### src/hdl/thkr_pkg.sv
`timescale 1ns / 1ps
`default_nettype none

package thkr_pkg;

  // Table geometry.
  localparam int KEY_SLOTS = 32;
  localparam int IDX_W     = $clog2(KEY_SLOTS);
  localparam logic [IDX_W-1:0] LAST_IDX = IDX_W'(KEY_SLOTS - 1);

  // Input function codes.
  localparam logic [1:0] FUNC_TICK    = 2'd0;
  localparam logic [1:0] FUNC_PRESS   = 2'd1;
  localparam logic [1:0] FUNC_RELEASE = 2'd2;

  // Key kinds, as given at press and as resolved.
  localparam logic [2:0] KIND_NORMAL     = 3'd0;
  localparam logic [2:0] KIND_NORMAL_MOD = 3'd1;
  localparam logic [2:0] KIND_DUAL       = 3'd4;
  localparam logic [2:0] KIND_TAP        = 3'd5;
  localparam logic [2:0] KIND_REPEAT     = 3'd6;
  localparam logic [2:0] KIND_HOLD       = 3'd7;

  // Slot states held in the table.
  localparam logic [2:0] KS_IDLE     = 3'd0;
  localparam logic [2:0] KS_PRESSED  = 3'd1;
  localparam logic [2:0] KS_TAP      = 3'd2;
  localparam logic [2:0] KS_RELEASED = 3'd3;
  localparam logic [2:0] KS_REPEAT   = 3'd4;

  // Change codes of a result.
  localparam logic [1:0] CHG_PRESSED  = 2'd0;
  localparam logic [1:0] CHG_RELEASED = 2'd1;
  localparam logic [1:0] CHG_HOLD     = 2'd2;

  // Configuration register indexes.
  localparam logic REG_HOLD_TIMEOUT   = 1'b0;
  localparam logic REG_REPEAT_TIMEOUT = 1'b1;

  typedef struct packed {
    logic [1:0] func;
    logic [4:0] key_slot;
    logic [2:0] key_kind;
    logic [7:0] key_code;
  } thkr_in_t;

  typedef struct packed {
    logic [4:0] out_slot;
    logic [1:0] change_kind;
    logic [2:0] resolved_kind;
    logic [1:0] key_status;
    logic       emit;
    logic [5:0] held_count;
    logic       last_of_run;
  } thkr_out_t;

  // One table entry.
  typedef struct packed {
    logic [2:0] status;
    logic [2:0] kind;
    logic [7:0] press_time;
    logic [7:0] code;
  } thkr_entry_t;

  // Requests from the sequencer to the result buffer.
  typedef struct packed {
    logic push;
    logic flush;
  } thkr_obuf_ctl_t;

  // Status of the result buffer.
  typedef struct packed {
    logic can_push;
    logic pend_vld;
    logic out_free;
  } thkr_obuf_st_t;

  // Reported status is the slot state minus one.
  function automatic logic [1:0] status_code(input logic [2:0] st);
    logic [2:0] t;
    t = st - 3'd1;
    return t[1:0];
  endfunction

endpackage

`default_nettype wire

### src/hdl/thkr_out_buf.sv
`timescale 1ns / 1ps
`default_nettype none

module thkr_out_buf (
  input  wire                      clk_i,
  input  wire                      rst_ni,
  input  thkr_pkg::thkr_obuf_ctl_t ctl_i,
  input  thkr_pkg::thkr_out_t      push_res_i,
  output thkr_pkg::thkr_obuf_st_t  st_o,
  output logic                     out_valid_o,
  input  wire                      out_ready_i,
  output thkr_pkg::thkr_out_t      out_data_o
);
  import thkr_pkg::*;

  logic      out_vld_q, out_vld_d;
  logic      pend_vld_q, pend_vld_d;
  thkr_out_t out_q, out_d;
  thkr_out_t pend_q, pend_d;
  logic      out_free;
  logic      can_push;

  // A result is held back one step so that the last one of a run can be marked.
  assign out_free = !out_vld_q || out_ready_i;
  assign can_push = !pend_vld_q || out_free;

  assign st_o.can_push = can_push;
  assign st_o.pend_vld = pend_vld_q;
  assign st_o.out_free = out_free;

  always_comb begin
    out_vld_d  = out_vld_q && !out_ready_i;
    out_d      = out_q;
    pend_vld_d = pend_vld_q;
    pend_d     = pend_q;
    if (ctl_i.push && can_push) begin
      if (pend_vld_q) begin
        out_vld_d         = 1'b1;
        out_d             = pend_q;
        out_d.last_of_run = 1'b0;
      end
      pend_vld_d = 1'b1;
      pend_d     = push_res_i;
    end else if (ctl_i.flush && pend_vld_q && out_free) begin
      out_vld_d         = 1'b1;
      out_d             = pend_q;
      out_d.last_of_run = 1'b1;
      pend_vld_d        = 1'b0;
    end
  end

  // Control flags.
  always_ff @(posedge clk_i or negedge rst_ni) begin
    if (!rst_ni) begin
      out_vld_q  <= 1'b0;
      pend_vld_q <= 1'b0;
    end else begin
      out_vld_q  <= out_vld_d;
      pend_vld_q <= pend_vld_d;
    end
  end

  // Result payloads.
  always_ff @(posedge clk_i) begin
    out_q  <= out_d;
    pend_q <= pend_d;
  end

  assign out_valid_o = out_vld_q;
  assign out_data_o  = out_q;

endmodule

`default_nettype wire

### src/hdl/tap_hold_key_resolver.sv
`timescale 1ns / 1ps
`default_nettype none

// Dual-role key resolver. Press, release and tick beats enter on the input
// channel one at a time; each beat gives zero or more result beats, the last
// one flagged by last_of_run. The slot table lives in one synchronous memory
// with a single read and a single write port, and every conversion of
// undecided dual keys walks that table one slot per cycle unless a result
// cannot be pushed and the scan stalls. A tick, a non-dual press and a tap
// release walk the table; a dual press, any other release, an ignored press
// or release and an unused function do not. Results already finished wait
// in an output register while the next beat is accepted. The hold and repeat
// timeouts are written through the register port at byte addresses 0 and 4
// and must be changed only while the block is idle.

module tap_hold_key_resolver (
  input  wire                 clk_i,
  input  wire                 rst_ni,
  // Event input.
  input  wire                 in_valid_i,
  output logic                in_ready_o,
  input  thkr_pkg::thkr_in_t  in_data_i,
  // Result output.
  output logic                out_valid_o,
  input  wire                 out_ready_i,
  output thkr_pkg::thkr_out_t out_data_o,
  // Register port.
  input  wire                 psel,
  input  wire                 penable,
  input  wire                 pwrite,
  input  wire  [2:0]          paddr,
  input  wire  [31:0]         pwdata,
  output logic [31:0]         prdata,
  output logic                pready
);
  import thkr_pkg::*;

  localparam logic [2:0] S_IDLE   = 3'd0;
  localparam logic [2:0] S_LOOKUP = 3'd1;
  localparam logic [2:0] S_SCAN   = 3'd2;
  localparam logic [2:0] S_PRESS  = 3'd3;
  localparam logic [2:0] S_FINAL  = 3'd4;
  localparam logic [2:0] S_FLUSH  = 3'd5;

  logic [2:0]       state_q, state_d;
  logic [7:0]       hold_to_q, rep_to_q;
  logic [7:0]       time_q, time_d;
  logic [5:0]       held_keys_q, held_keys_d;
  logic [5:0]       held_duals_q, held_duals_d;
  logic [7:0]       last_rel_q, last_rel_d;
  logic [7:0]       last_tap_q, last_tap_d;
  logic             tap_seen_q, tap_seen_d;

  logic [1:0]       func_q, func_d;
  logic [IDX_W-1:0] slot_q, slot_d;
  logic [2:0]       kind_q, kind_d;
  logic [7:0]       code_q, code_d;
  thkr_out_t        fin_q, fin_d;

  logic [IDX_W-1:0] ridx_q, ridx_d;
  logic             issue_q, issue_d;
  logic             ev_vld_q, ev_vld_d;
  logic [IDX_W-1:0] ev_idx_q, ev_idx_d;
  logic [7:0]       limit_q, limit_d;
  logic             skip_en_q, skip_en_d;

  // Slot table and its written flags.
  thkr_entry_t      mem [KEY_SLOTS];
  thkr_entry_t      rdata_q;
  logic [KEY_SLOTS-1:0] written_q;
  logic             mem_we, mem_re;
  logic [IDX_W-1:0] mem_waddr, mem_raddr;
  thkr_entry_t      mem_wdata;

  thkr_obuf_ctl_t   obuf_ctl;
  thkr_obuf_st_t    obuf_st;
  thkr_out_t        push_res;

  logic             in_acc;
  logic             in_slot_ok;
  logic             cfg_wr;
  thkr_entry_t      ent_lk, ent_ev;
  logic [7:0]       lk_age, ev_age;
  logic             lk_busy, lk_undecided;
  logic             ev_hit, ev_stall;
  logic             rep_hit;
  logic [2:0]       pr_status, pr_kind;
  logic [5:0]       pr_duals;
  thkr_out_t        hit_res;

  assign in_ready_o = (state_q == S_IDLE);
  assign in_acc     = in_valid_i && in_ready_o;
  assign in_slot_ok = (32'(in_data_i.key_slot) < KEY_SLOTS);

  // Register port.
  assign pready = 1'b1;
  assign cfg_wr = psel && penable && pwrite && pready;

  always_comb begin
    unique case (paddr[2])
      REG_HOLD_TIMEOUT:   prdata = {24'd0, hold_to_q};
      REG_REPEAT_TIMEOUT: prdata = {24'd0, rep_to_q};
      default:            prdata = '0;
    endcase
  end

  always_ff @(posedge clk_i or negedge rst_ni) begin
    if (!rst_ni) begin
      hold_to_q <= 8'd3;
      rep_to_q  <= 8'd3;
    end else if (cfg_wr) begin
      if (paddr[2] == REG_HOLD_TIMEOUT) begin
        hold_to_q <= pwdata[7:0];
      end else begin
        rep_to_q <= pwdata[7:0];
      end
    end
  end

  // Table entries never written read as idle slots.
  always_comb begin
    ent_lk = rdata_q;
    if (!written_q[slot_q]) begin
      ent_lk.status = KS_IDLE;
    end
    ent_ev = rdata_q;
    if (!written_q[ev_idx_q]) begin
      ent_ev.status = KS_IDLE;
    end
  end

  assign lk_age       = time_q - ent_lk.press_time;
  assign ev_age       = time_q - ent_ev.press_time;
  assign lk_busy      = (ent_lk.status == KS_PRESSED) || (ent_lk.status == KS_REPEAT);
  assign lk_undecided = (ent_lk.status == KS_PRESSED) && (ent_lk.kind == KIND_DUAL);

  // Scan stage: an undecided dual whose age reaches the limit turns into a hold key.
  assign ev_hit = ev_vld_q && !(skip_en_q && (ev_idx_q == slot_q))
                  && (ent_ev.status == KS_PRESSED) && (ent_ev.kind == KIND_DUAL)
                  && (ev_age >= limit_q);
  assign ev_stall = ev_hit && !obuf_st.can_push;

  always_comb begin
    hit_res               = '0;
    hit_res.out_slot      = 5'(ev_idx_q);
    hit_res.change_kind   = CHG_HOLD;
    hit_res.resolved_kind = KIND_HOLD;
    hit_res.key_status    = status_code(KS_PRESSED);
    hit_res.held_count    = held_keys_q;
  end

  // Press resolution: a dual press of the last released code, within the repeat timeout of the last tap, repeats.
  assign rep_hit = (kind_q == KIND_DUAL) && tap_seen_q && (last_rel_q == code_q)
                   && ((time_q - last_tap_q) < rep_to_q);
  assign pr_status = rep_hit ? KS_REPEAT : KS_PRESSED;
  assign pr_kind   = rep_hit ? KIND_REPEAT : kind_q;
  assign pr_duals  = held_duals_q + 6'((kind_q == KIND_DUAL) && !rep_hit);

  // Sequencer.
  always_comb begin
    state_d      = state_q;
    time_d       = time_q;
    held_keys_d  = held_keys_q;
    held_duals_d = held_duals_q;
    last_rel_d   = last_rel_q;
    last_tap_d   = last_tap_q;
    tap_seen_d   = tap_seen_q;
    func_d       = func_q;
    slot_d       = slot_q;
    kind_d       = kind_q;
    code_d       = code_q;
    fin_d        = fin_q;
    ridx_d       = ridx_q;
    issue_d      = issue_q;
    ev_vld_d     = ev_vld_q;
    ev_idx_d     = ev_idx_q;
    limit_d      = limit_q;
    skip_en_d    = skip_en_q;
    mem_we       = 1'b0;
    mem_waddr    = slot_q;
    mem_wdata    = ent_lk;
    mem_re       = 1'b0;
    mem_raddr    = ridx_q;
    obuf_ctl     = '0;
    push_res     = fin_q;

    unique case (state_q)
      S_IDLE: begin
        if (in_acc) begin
          func_d    = in_data_i.func;
          slot_d    = IDX_W'(in_data_i.key_slot);
          kind_d    = (in_data_i.key_kind > KIND_DUAL) ? KIND_NORMAL : in_data_i.key_kind;
          code_d    = in_data_i.key_code;
          mem_re    = 1'b1;
          mem_raddr = IDX_W'(in_data_i.key_slot);
          ridx_d    = '0;
          issue_d   = 1'b1;
          ev_vld_d  = 1'b0;
          unique case (in_data_i.func)
            FUNC_TICK: begin
              time_d    = time_q + 8'd1;
              limit_d   = hold_to_q;
              skip_en_d = 1'b0;
              state_d   = S_SCAN;
            end
            FUNC_PRESS, FUNC_RELEASE: begin
              if (in_slot_ok) begin
                state_d = S_LOOKUP;
              end
            end
            default: state_d = S_IDLE;
          endcase
        end
      end

      S_LOOKUP: begin
        limit_d = 8'd0;
        if (func_q == FUNC_PRESS) begin
          if (lk_busy) begin
            state_d = S_IDLE;
          end else if (kind_q != KIND_DUAL) begin
            skip_en_d = 1'b0;
            state_d   = S_SCAN;
          end else begin
            state_d = S_PRESS;
          end
        end else if (!lk_busy) begin
          state_d = S_IDLE;
        end else begin
          // Release of a held slot; a tap also converts the other duals.
          last_rel_d          = ent_lk.code;
          held_keys_d         = held_keys_q - 6'(held_keys_q != '0);
          mem_we              = 1'b1;
          mem_wdata.status    = KS_RELEASED;
          fin_d               = '0;
          fin_d.out_slot      = 5'(slot_q);
          fin_d.change_kind   = CHG_RELEASED;
          fin_d.resolved_kind = ent_lk.kind;
          fin_d.key_status    = status_code(KS_RELEASED);
          fin_d.held_count    = held_keys_d;
          state_d             = S_FINAL;
          if (lk_undecided) begin
            held_duals_d = held_duals_q - 6'(held_duals_q != '0);
            if (lk_age < hold_to_q) begin
              mem_wdata.status    = KS_TAP;
              mem_wdata.kind      = KIND_TAP;
              fin_d.resolved_kind = KIND_TAP;
              fin_d.key_status    = status_code(KS_TAP);
              fin_d.emit          = 1'b1;
              last_tap_d          = time_q;
              tap_seen_d          = 1'b1;
              skip_en_d           = 1'b1;
              state_d             = S_SCAN;
            end
          end
        end
      end

      S_SCAN: begin
        // Write back a converted entry and report it.
        if (ev_hit && obuf_st.can_push) begin
          mem_we         = 1'b1;
          mem_waddr      = ev_idx_q;
          mem_wdata      = ent_ev;
          mem_wdata.kind = KIND_HOLD;
          held_duals_d   = held_duals_q - 6'(held_duals_q != '0);
          obuf_ctl.push  = 1'b1;
          push_res       = hit_res;
        end
        // Read the next slot unless the scan stage is stalled.
        if (!ev_stall) begin
          if (issue_q) begin
            mem_re    = 1'b1;
            mem_raddr = ridx_q;
            ev_vld_d  = 1'b1;
            ev_idx_d  = ridx_q;
            ridx_d    = ridx_q + IDX_W'(1);
            issue_d   = (ridx_q != LAST_IDX);
          end else begin
            ev_vld_d = 1'b0;
          end
        end
        if (!issue_q && !ev_vld_q) begin
          unique case (func_q)
            FUNC_TICK:  state_d = S_FLUSH;
            FUNC_PRESS: state_d = S_PRESS;
            default:    state_d = S_FINAL;
          endcase
        end
      end

      S_PRESS: begin
        held_keys_d          = held_keys_q + 6'd1;
        held_duals_d         = pr_duals;
        mem_we               = 1'b1;
        mem_wdata.status     = pr_status;
        mem_wdata.kind       = pr_kind;
        mem_wdata.press_time = time_q;
        mem_wdata.code       = code_q;
        fin_d                = '0;
        fin_d.out_slot       = 5'(slot_q);
        fin_d.change_kind    = CHG_PRESSED;
        fin_d.resolved_kind  = pr_kind;
        fin_d.key_status     = status_code(pr_status);
        fin_d.emit           = (pr_duals == '0) && (rep_hit || (pr_kind == KIND_NORMAL)
                               || (pr_kind == KIND_NORMAL_MOD));
        fin_d.held_count     = held_keys_d;
        state_d              = S_FINAL;
      end

      S_FINAL: begin
        if (obuf_st.can_push) begin
          obuf_ctl.push = 1'b1;
          state_d       = S_FLUSH;
        end
      end

      S_FLUSH: begin
        obuf_ctl.flush = 1'b1;
        if (!obuf_st.pend_vld || obuf_st.out_free) begin
          state_d = S_IDLE;
        end
      end

      default: state_d = S_IDLE;
    endcase
  end

  // Control state.
  always_ff @(posedge clk_i or negedge rst_ni) begin
    if (!rst_ni) begin
      state_q      <= S_IDLE;
      time_q       <= '0;
      held_keys_q  <= '0;
      held_duals_q <= '0;
      last_rel_q   <= '0;
      last_tap_q   <= '0;
      tap_seen_q   <= 1'b0;
      issue_q      <= 1'b0;
      ev_vld_q     <= 1'b0;
      written_q    <= '0;
    end else begin
      state_q      <= state_d;
      time_q       <= time_d;
      held_keys_q  <= held_keys_d;
      held_duals_q <= held_duals_d;
      last_rel_q   <= last_rel_d;
      last_tap_q   <= last_tap_d;
      tap_seen_q   <= tap_seen_d;
      issue_q      <= issue_d;
      ev_vld_q     <= ev_vld_d;
      if (mem_we) begin
        written_q[mem_waddr] <= 1'b1;
      end
    end
  end

  // Item and scan payload.
  always_ff @(posedge clk_i) begin
    func_q    <= func_d;
    slot_q    <= slot_d;
    kind_q    <= kind_d;
    code_q    <= code_d;
    fin_q     <= fin_d;
    ridx_q    <= ridx_d;
    ev_idx_q  <= ev_idx_d;
    limit_q   <= limit_d;
    skip_en_q <= skip_en_d;
  end

  // Slot table memory with registered read data.
  always_ff @(posedge clk_i) begin
    if (mem_we) begin
      mem[mem_waddr] <= mem_wdata;
    end
    if (mem_re) begin
      rdata_q <= mem[mem_raddr];
    end
  end

  thkr_out_buf u_out_buf (
    .clk_i       (clk_i),
    .rst_ni      (rst_ni),
    .ctl_i       (obuf_ctl),
    .push_res_i  (push_res),
    .st_o        (obuf_st),
    .out_valid_o (out_valid_o),
    .out_ready_i (out_ready_i),
    .out_data_o  (out_data_o)
  );

endmodule

`default_nettype wire

### config.mk
export PLATFORM = sky130hd
export DESIGN_NAME = tap_hold_key_resolver
export DESIGN_NICKNAME = d
export VERILOG_FILES = /design/src/hdl/thkr_pkg.sv /design/src/hdl/thkr_out_buf.sv /design/src/hdl/tap_hold_key_resolver.sv
export SDC_FILE = /design/constraint.sdc
export NUM_CORES = 1
export LEC_CHECK = 0
export BUFFER_PORTS_ARGS = -buffer_cell sky130_fd_sc_hd__buf_2
export CAP_MARGIN = 10
export CELL_PAD_IN_SITES_DETAIL_PLACEMENT = 2
export CELL_PAD_IN_SITES_GLOBAL_PLACEMENT = 2
export CORE_ASPECT_RATIO = 1.25
export CORE_MARGIN = 2
export CORE_UTILIZATION = 44
export DETAILED_ROUTE_END_ITERATION = 6
export PLACE_DENSITY_LB_ADDON = 0.1
export SYNTH_ARGS = -nofsm -noshare
export SYNTH_HDL_FRONTEND = slang
export SYNTH_SLANG_ARGS = --single-unit
### constraint.sdc
create_clock -name clk_i -period 6 [get_ports clk_i]
set_input_delay 0.6 -clock clk_i [delete_from_list [all_inputs] [get_ports clk_i]]
set_output_delay 0.6 -clock clk_i [all_outputs]
set_load 0.005 [all_outputs]
# ---- After elaboration in Yosys (flattened, before gate mapping)
# Memories as Yosys holds them, arrays and structs flattened. A register that Yosys moved wholly into a read port is not among the register bits.
# Index checks and enable logic that the tools add are counted.
dict set report word_totals {
  mem_bits_ro 0
  input_bits 60
  register_bits 188
  word_cells 256
  ramBits 704
  n_memories 1
  latch_bits 0
  out_inout_bits 55
}
dict set report op_classes {
  mul 0
  n_shift 0
  reduce_logical 63
  n_bitwise 4
  n_mux 94
  addsub 9
  n_eq_ne 35
  div_mod_pow 0
  n_lt_le_gt_ge 8
}
# name words word_bits rd rd_clocked_by_memory_dff write_ports line_no
set mem_list {}
lappend mem_list {mem 32 22 1 1 1 tap_hold_key_resolver.sv:68} ;# thkr_entry_t mem [KEY_SLOTS];
# operator count
set op_table {}
lappend op_table {{two-way mux 20 bit} 7}
lappend op_table {{two-way mux 6 bit} 11}
lappend op_table {{case mux 32 bit (2 select lines)} 1}
lappend op_table {{case mux 20 bit (2 select lines)} 1}
lappend op_table {{two-way mux 3 bit} 12}
lappend op_table {{case mux 6 bit (3 select lines)} 2}
lappend op_table {{two-way mux 5 bit} 7}
lappend op_table {{two-way mux 1 bit} 32}
lappend op_table {{bitwise OR 32 bit} 1}
lappend op_table {{case mux 16 bit (2 select lines)} 1}
lappend op_table {{logical AND 1 bit} 22}
lappend op_table {{two-way mux 22 bit} 1}
lappend op_table {{less-than comparator 5 x 6 -> 1 bit, second input constant} 3}
lappend op_table {{!= test 3 bit, second input constant} 6}
lappend op_table {{case mux 3 bit (6 select lines)} 1}
lappend op_table {{AND reduction 3 bit} 6}
lappend op_table {{less-than comparator 8 bit} 2}
lappend op_table {{two-way mux 8 bit} 2}
lappend op_table {{case mux 8 bit (2 select lines)} 1}
lappend op_table {{subtractor 8 bit} 2}
lappend op_table {{equality test 3 bit, second input constant} 5}
lappend op_table {{!= test 2 bit, second input constant} 7}
lappend op_table {{equality test 3 x 1 -> 1 bit, second input constant} 4}
lappend op_table {{case mux 6 bit (2 select lines)} 1}
lappend op_table {{39 further kinds} 75}

# ---- Depth between registers and ports, before layout
dict set report logic_depth {
  word_depth 15
  ltp_mapped 23
  depth_no_buf 23
}

# ---- Cells and area by module
# A second synthesis with hierarchy kept.
dict set report hier_totals {
  cells_unflattened 2817
  area_unflattened_um2 38056.5
}
# module seq_area_each_um2 cells_each n_inst area_per_inst_um2
set by_module_without_submodules {}
lappend by_module_without_submodules {tap_hold_key_resolver 25709.7 2763 1 36760.3}
lappend by_module_without_submodules {thkr_out_buf 1221.2 54 1 1296.2}

# ---- Least setup slack after synthesis
# Ideal clock, no wire load.
dict set report synth_timing {
  path_kind {flip-flop to flip-flop}
  from {register time_q[1]}
  to {register u_out_buf.out_q, in the netlist u_out_buf.out_data_o[0], enable pin}
  setup_slack_ns 0.941
  period_less_slack_ns 5.059
  required_ns 5.572
  path_stages_with_launch 16
  path_buffers 1
  setup_time_ns 0.428
  t_arrival_ns 4.631
  cell_sequence {dfrtp_1 ha_1 a21o_1 a21o_1 a21o_1 a21oi_1 o21ai_0 xnor2_1 ha_1 a21o_1 a211oi_1 o21ai_0 nand3_1 or4_1 clkbuf_1 a21boi_0}
}
dict set report synth_between {
  elab_chain_len 9
  word_cells_on_any_way 10
  cone_classes {add/sub (1); order compare (1); eq/ne (1); mux (2); reduce/logical (5)}
}
# element line_no
set synth_lines {}
lappend synth_lines {{from (decl)} tap_hold_key_resolver.sv:47} ;# logic [7:0] time_q, time_d;
lappend synth_lines {{from (signal assigned)} tap_hold_key_resolver.sv:344} ;# time_q <= time_d;
lappend synth_lines {{subtractor 8 bit *} tap_hold_key_resolver.sv:133} ;# assign ev_age = time_q - ent_ev.press_time;
lappend synth_lines {{>= comparator 8 bit *} tap_hold_key_resolver.sv:140} ;# && (ev_age >= limit_q);
lappend synth_lines {{logical AND 1 bit *} tap_hold_key_resolver.sv:140}
lappend synth_lines {{logical AND 1 bit *} tap_hold_key_resolver.sv:261} ;# if (ev_hit && obuf_st.can_push) begin
lappend synth_lines {{two-way mux 1 bit *} tap_hold_key_resolver.sv:261}
lappend synth_lines {{case mux 1 bit (2 select lines) *} tap_hold_key_resolver.sv:187} ;# unique case (state_q)
lappend synth_lines {{logical AND 1 bit *} thkr_out_buf.sv:36} ;# if (ctl_i.push && can_push) begin
lappend synth_lines {{!= test 2 x 1 -> 1 bit (no source line) / nonzero test 2 bit (equally long branches)} -}
lappend synth_lines {{AND reduction 2 bit (no source line) *} -}
lappend synth_lines {{to (signal assigned)} thkr_out_buf.sv:65} ;# out_q <= out_d;
lappend synth_lines {{to (decl)} thkr_out_buf.sv:18} ;# thkr_out_t out_q, out_d;
# Mark *: on every way between the ends. The rest lies on a longest branch, timed or not.
# A chain may end at the register's enable or synchronous reset.

# ---- Worst setup path in the final report
dict set report layout_timing {
  from {register time_q[0]}
  to {memory mem[2][20] (netlist name), enable pin}
}
dict set report layout_between {
  elab_chain_len 8
  word_cells_on_any_way 10
  cone_classes {add/sub (1); order compare (1); mux (6); reduce/logical (2)}
}
# element line_no
set layout_lines {}
lappend layout_lines {{subtractor 8 bit *} tap_hold_key_resolver.sv:133}
lappend layout_lines {{>= comparator 8 bit *} tap_hold_key_resolver.sv:140}
lappend layout_lines {{logical AND 1 bit *} tap_hold_key_resolver.sv:140}
lappend layout_lines {{logical AND 1 bit *} tap_hold_key_resolver.sv:261}
lappend layout_lines {{two-way mux 1 bit} tap_hold_key_resolver.sv:261}
lappend layout_lines {{case mux 1 bit (3 select lines)} tap_hold_key_resolver.sv:187}
lappend layout_lines {{two-way mux 1 bit} tap_hold_key_resolver.sv:373} ;# if (mem_we) begin
lappend layout_lines {{two-way mux 1 bit (not written as such)} tap_hold_key_resolver.sv:374} ;# mem[mem_waddr] <= mem_wdata;
lappend layout_lines {{to (decl)} tap_hold_key_resolver.sv:68}
# Marked as above.

==> impl_metrics.tcl <==
set metrics [dict create \
    status "finished, final reports clean" \
    hold_path_class "in2reg" \
    crit_path_end_kind "flip-flop" \
    layout.nets 3121 \
    antennaDiodeCount 0 \
    clk-insertion-delay-late_ns 0.69 \
    placed_cell_area_um2 40700 \
    yosysUniqueCellTypes 68 \
    design_area_um2 43900 \
    fmax_mhz 180 \
    wl_per_cell_um 30.5 \
    r2r_cells 19 \
    total_power_mw 22.6 \
    htree_levels 3 \
    drt-initial-drc-count 1906 \
    place_inst 4073 \
    final_common_cell "edfxtp_1" \
    ys_seq_elements 912 \
    dp_hpwl_um 78800 \
    worst_ep_required_time_ns 6.29 \
    tightest_slew_ns 1.26 \
    ys.flop_type "edfxtp_1" \
    finalSetupViolCount 0 \
    rsz0062_at_grt "false" \
    r2r_start "time_q[0]" \
    drcViolationCount 0 \
    cap_violations 0 \
    top_layer "met4" \
    netlist_area_um2 38400 \
    cts-root-buf "clkbuf_16" \
    path_cells "inv_1 -> ha_1 -> inv_1 -> fa_1 -> a21o_1 -> a21oi_1 -> o21bai_1 -> a21oi_1 -> xnor2_1 -> ha_1 -> a21o_1 -> a211oi_1 -> o21ai_0 -> nand2_1 -> or4_1 -> a21o_4 -> buf_4 -> nor2_4 -> buf_4" \
    first_global_vias 27900 \
    drtPass1Iterations 5 \
    cp_slowest_stage_delay_ns 0.69 \
    path_buf_inv 4 \
    slew_headroom 0.159 \
    io_pins 115 \
    seq_area_frac_synth 0.701 \
    grt_pass1_wl_um 190000 \
    cts-buffers-inserted 95 \
    synth_edf_count 820 \
    synth.avg_cell_area_um2 13.2 \
    via_per_inst 5.90 \
    area_delta_synth_final_pct 14.3 \
    gp_congestion 0.817 \
    die_h_um 334 \
    hold_depth 1 \
    synth_area_leader_cell "edfxtp_1" \
    wl_met1_um 52000 \
    antenna_found_initial 4 \
    grt_start_max_net_pins 89 \
    syn_inst 2916 \
    regToRegEndpoint "mem[2][20]" \
    stdcell_count 4258 \
    cts_tree "built" \
    core_um2 86700 \
    dieArea_um2 89700 \
    p_leak_nw 15.6 \
    post-route-period-util 0.926 \
    power_density_nw_per_um2 515 \
    cts.repair.resized 0 \
    post-cts-setup-buffers 0 \
    met3_length_um 5970 \
    grt_remaining_overflow 0 \
    ff2ff_setup_slack_ns 0.45 \
    worstPathMaxFanout 22 \
    hold_end "code_q[0]" \
    drt_wl_total_um 130000 \
    cp_slowest_cell "or4_1" \
    row_count 121 \
    final_cell_mix "820 x edfxtp_1, 678 x nand2_1, 201 x nand3_1, 150 x mux2i_1, 100 x nor2_1" \
    vias 25100 \
    grt_usage 0.291 \
    startpoint_type "flip-flop" \
    yosys.area.top_type_share 0.641 \
    clkSlewWorstSetupHoldPaths_ns 0.06 \
    setup-tns-final_ns 0 \
    worstHoldStart "in_data_i[0]" \
    cts_sinks 912 \
    finClkSkew_ns 0.0359 \
    chipWidth_um 268 \
    arrival_ns 5.84 \
    clockBufferDepth 3 \
    async_reset_ff_frac 0.101 \
    wl_met2_um 68100 \
    critical-path-top-delay-family "compound AO/OA/AOI/OAI gates" \
    cts_hold_buf 1 \
    layout-drive-gt1-share 0.138 \
    finalHoldViolCount 0 \
    antenna_left 0 \
    period_needed_ns 5.55 \
    synth.area.top_cells "edfxtp_1 64%, nand2_1 6.6%, dfrtp_1 5.7%" \
    crit_type "reg2reg" \
    finalMaxSlewViolations 0 \
    io_buffers 63 \
    start_util 0.443 \
    final_core_util 0.506 \
    synth_warnings 0 \
    ir_drop_mv 0.270 \
]
-- logic make-up after synthesis --
logic type      count (synthesis)  synth area share
other cells                     2          0.000195
xor+xnor                       49            0.0112
flops                         912             0.701
mux                           188            0.0525
simple gates                 1126             0.124
compound gates                337            0.0639
fa+ha+maj                      51            0.0170
buf+inv                       251            0.0298
-- worst reg2reg max path, delay by kind of cell, from the launching register on --
family / cells / cell delay [ns]
compound gates: 8 / 1.64
buf+inv: 4 / 1.04
simple gates: 3 / 1.01
fa+ha+maj: 3 / 0.82
flops: 1 / 0.43
xor+xnor: 1 / 0.18
-- state kept, by name (all words and copies together) (netlist names), 8 cells and up --
| signal | flops |
|---|---|
| u_out_buf.out_data_o | 20 |
| ent_ev | 19 |
| last_tap_q | 8 |
| code_q | 8 |
| last_rel_q | 8 |
| time_q | 8 |
| fin_q | 18 |
| rep_to_q | 8 |
| hold_to_q | 8 |
| written_q | 32 |
| limit_q | 8 |
| mem | 704 |
| u_out_buf.pend_q | 19 |
-- worst max-delay path by stage --
stage / from / endpoint / cells past startpoint
after floorplan: time_q[1] / u_out_buf.out_data_o[0] / 15
after global routing: time_q[0] / mem[2][20] / 19
final: time_q[0] / mem[2][20] / 19
after global placement: time_q[0] / mem[6][10] / 19
after detailed placement: time_q[0] / mem[4][21] / 17
after CTS: time_q[0] / mem[4][21] / 17
-- Yosys cell counts, types with 5 or more instances --
master      n
edfxtp_1  820
nand2_1   678
nand3_1   201
mux2i_1   151
nor2_1    133
clkbuf_1  111
a31oi_1    97
a32oi_1    89
dfrtp_1    88
inv_1      55
ha_1       49
o21ai_0    43
buf_2      33
xor2_1     33
buf_4      30
nor4_1     30
mux2_2     29
a21oi_1    24
o21bai_2   20
nand2b_1   19
a21o_1     16
xnor2_1    16
buf_1      15
o21bai_1   14
nor2b_1    13
and2_1      8
mux4_2      8
and3_1      7
nor3_1      7
or3_1       6
buf_6       5
nand4_1     5
-- metal layers --
| metal | vias to the layer above | GRT usage |
|---|---|---|
| met5 | - | 0 |
| met4 | 0 | 0.0960 |
| met3 | 201 | 0.0273 |
| met2 | 776 | 0.526 |
| li1 | 10800 | - |
| met1 | 13300 | 0.363 |
-- layout make-up --
type                    instances  area (um^2)
repair buffers                169         1430
multi-input cells            1776        10800
inverters                      56          210
clock buffers                 126         2600
flip-flops and latches        912        26900
clock inverters                51          454
fillers                      8168        42800
well taps                    1168         1460
-- power by group --
group / switching (mW) / internal, mW / total (mW)
Clock: 2.65 / 3.31 / 5.97
Sequential: 0.424 / 8.35 / 8.78
Combinational: 5.55 / 2.33 / 7.88
Total: 8.62 / 14.0 / 22.6
-- metrics by stage --
step                      hold slack [ns]  worst slack, ns
after global routing               0.0852            0.241
after global placement              0.402            0.664
after floorplan                     0.304            0.941
final                              0.0959            0.445
after CTS                          0.0671            0.382
after detailed placement            0.412            0.427
Note: power is estimated with default switching activity, not from simulation.
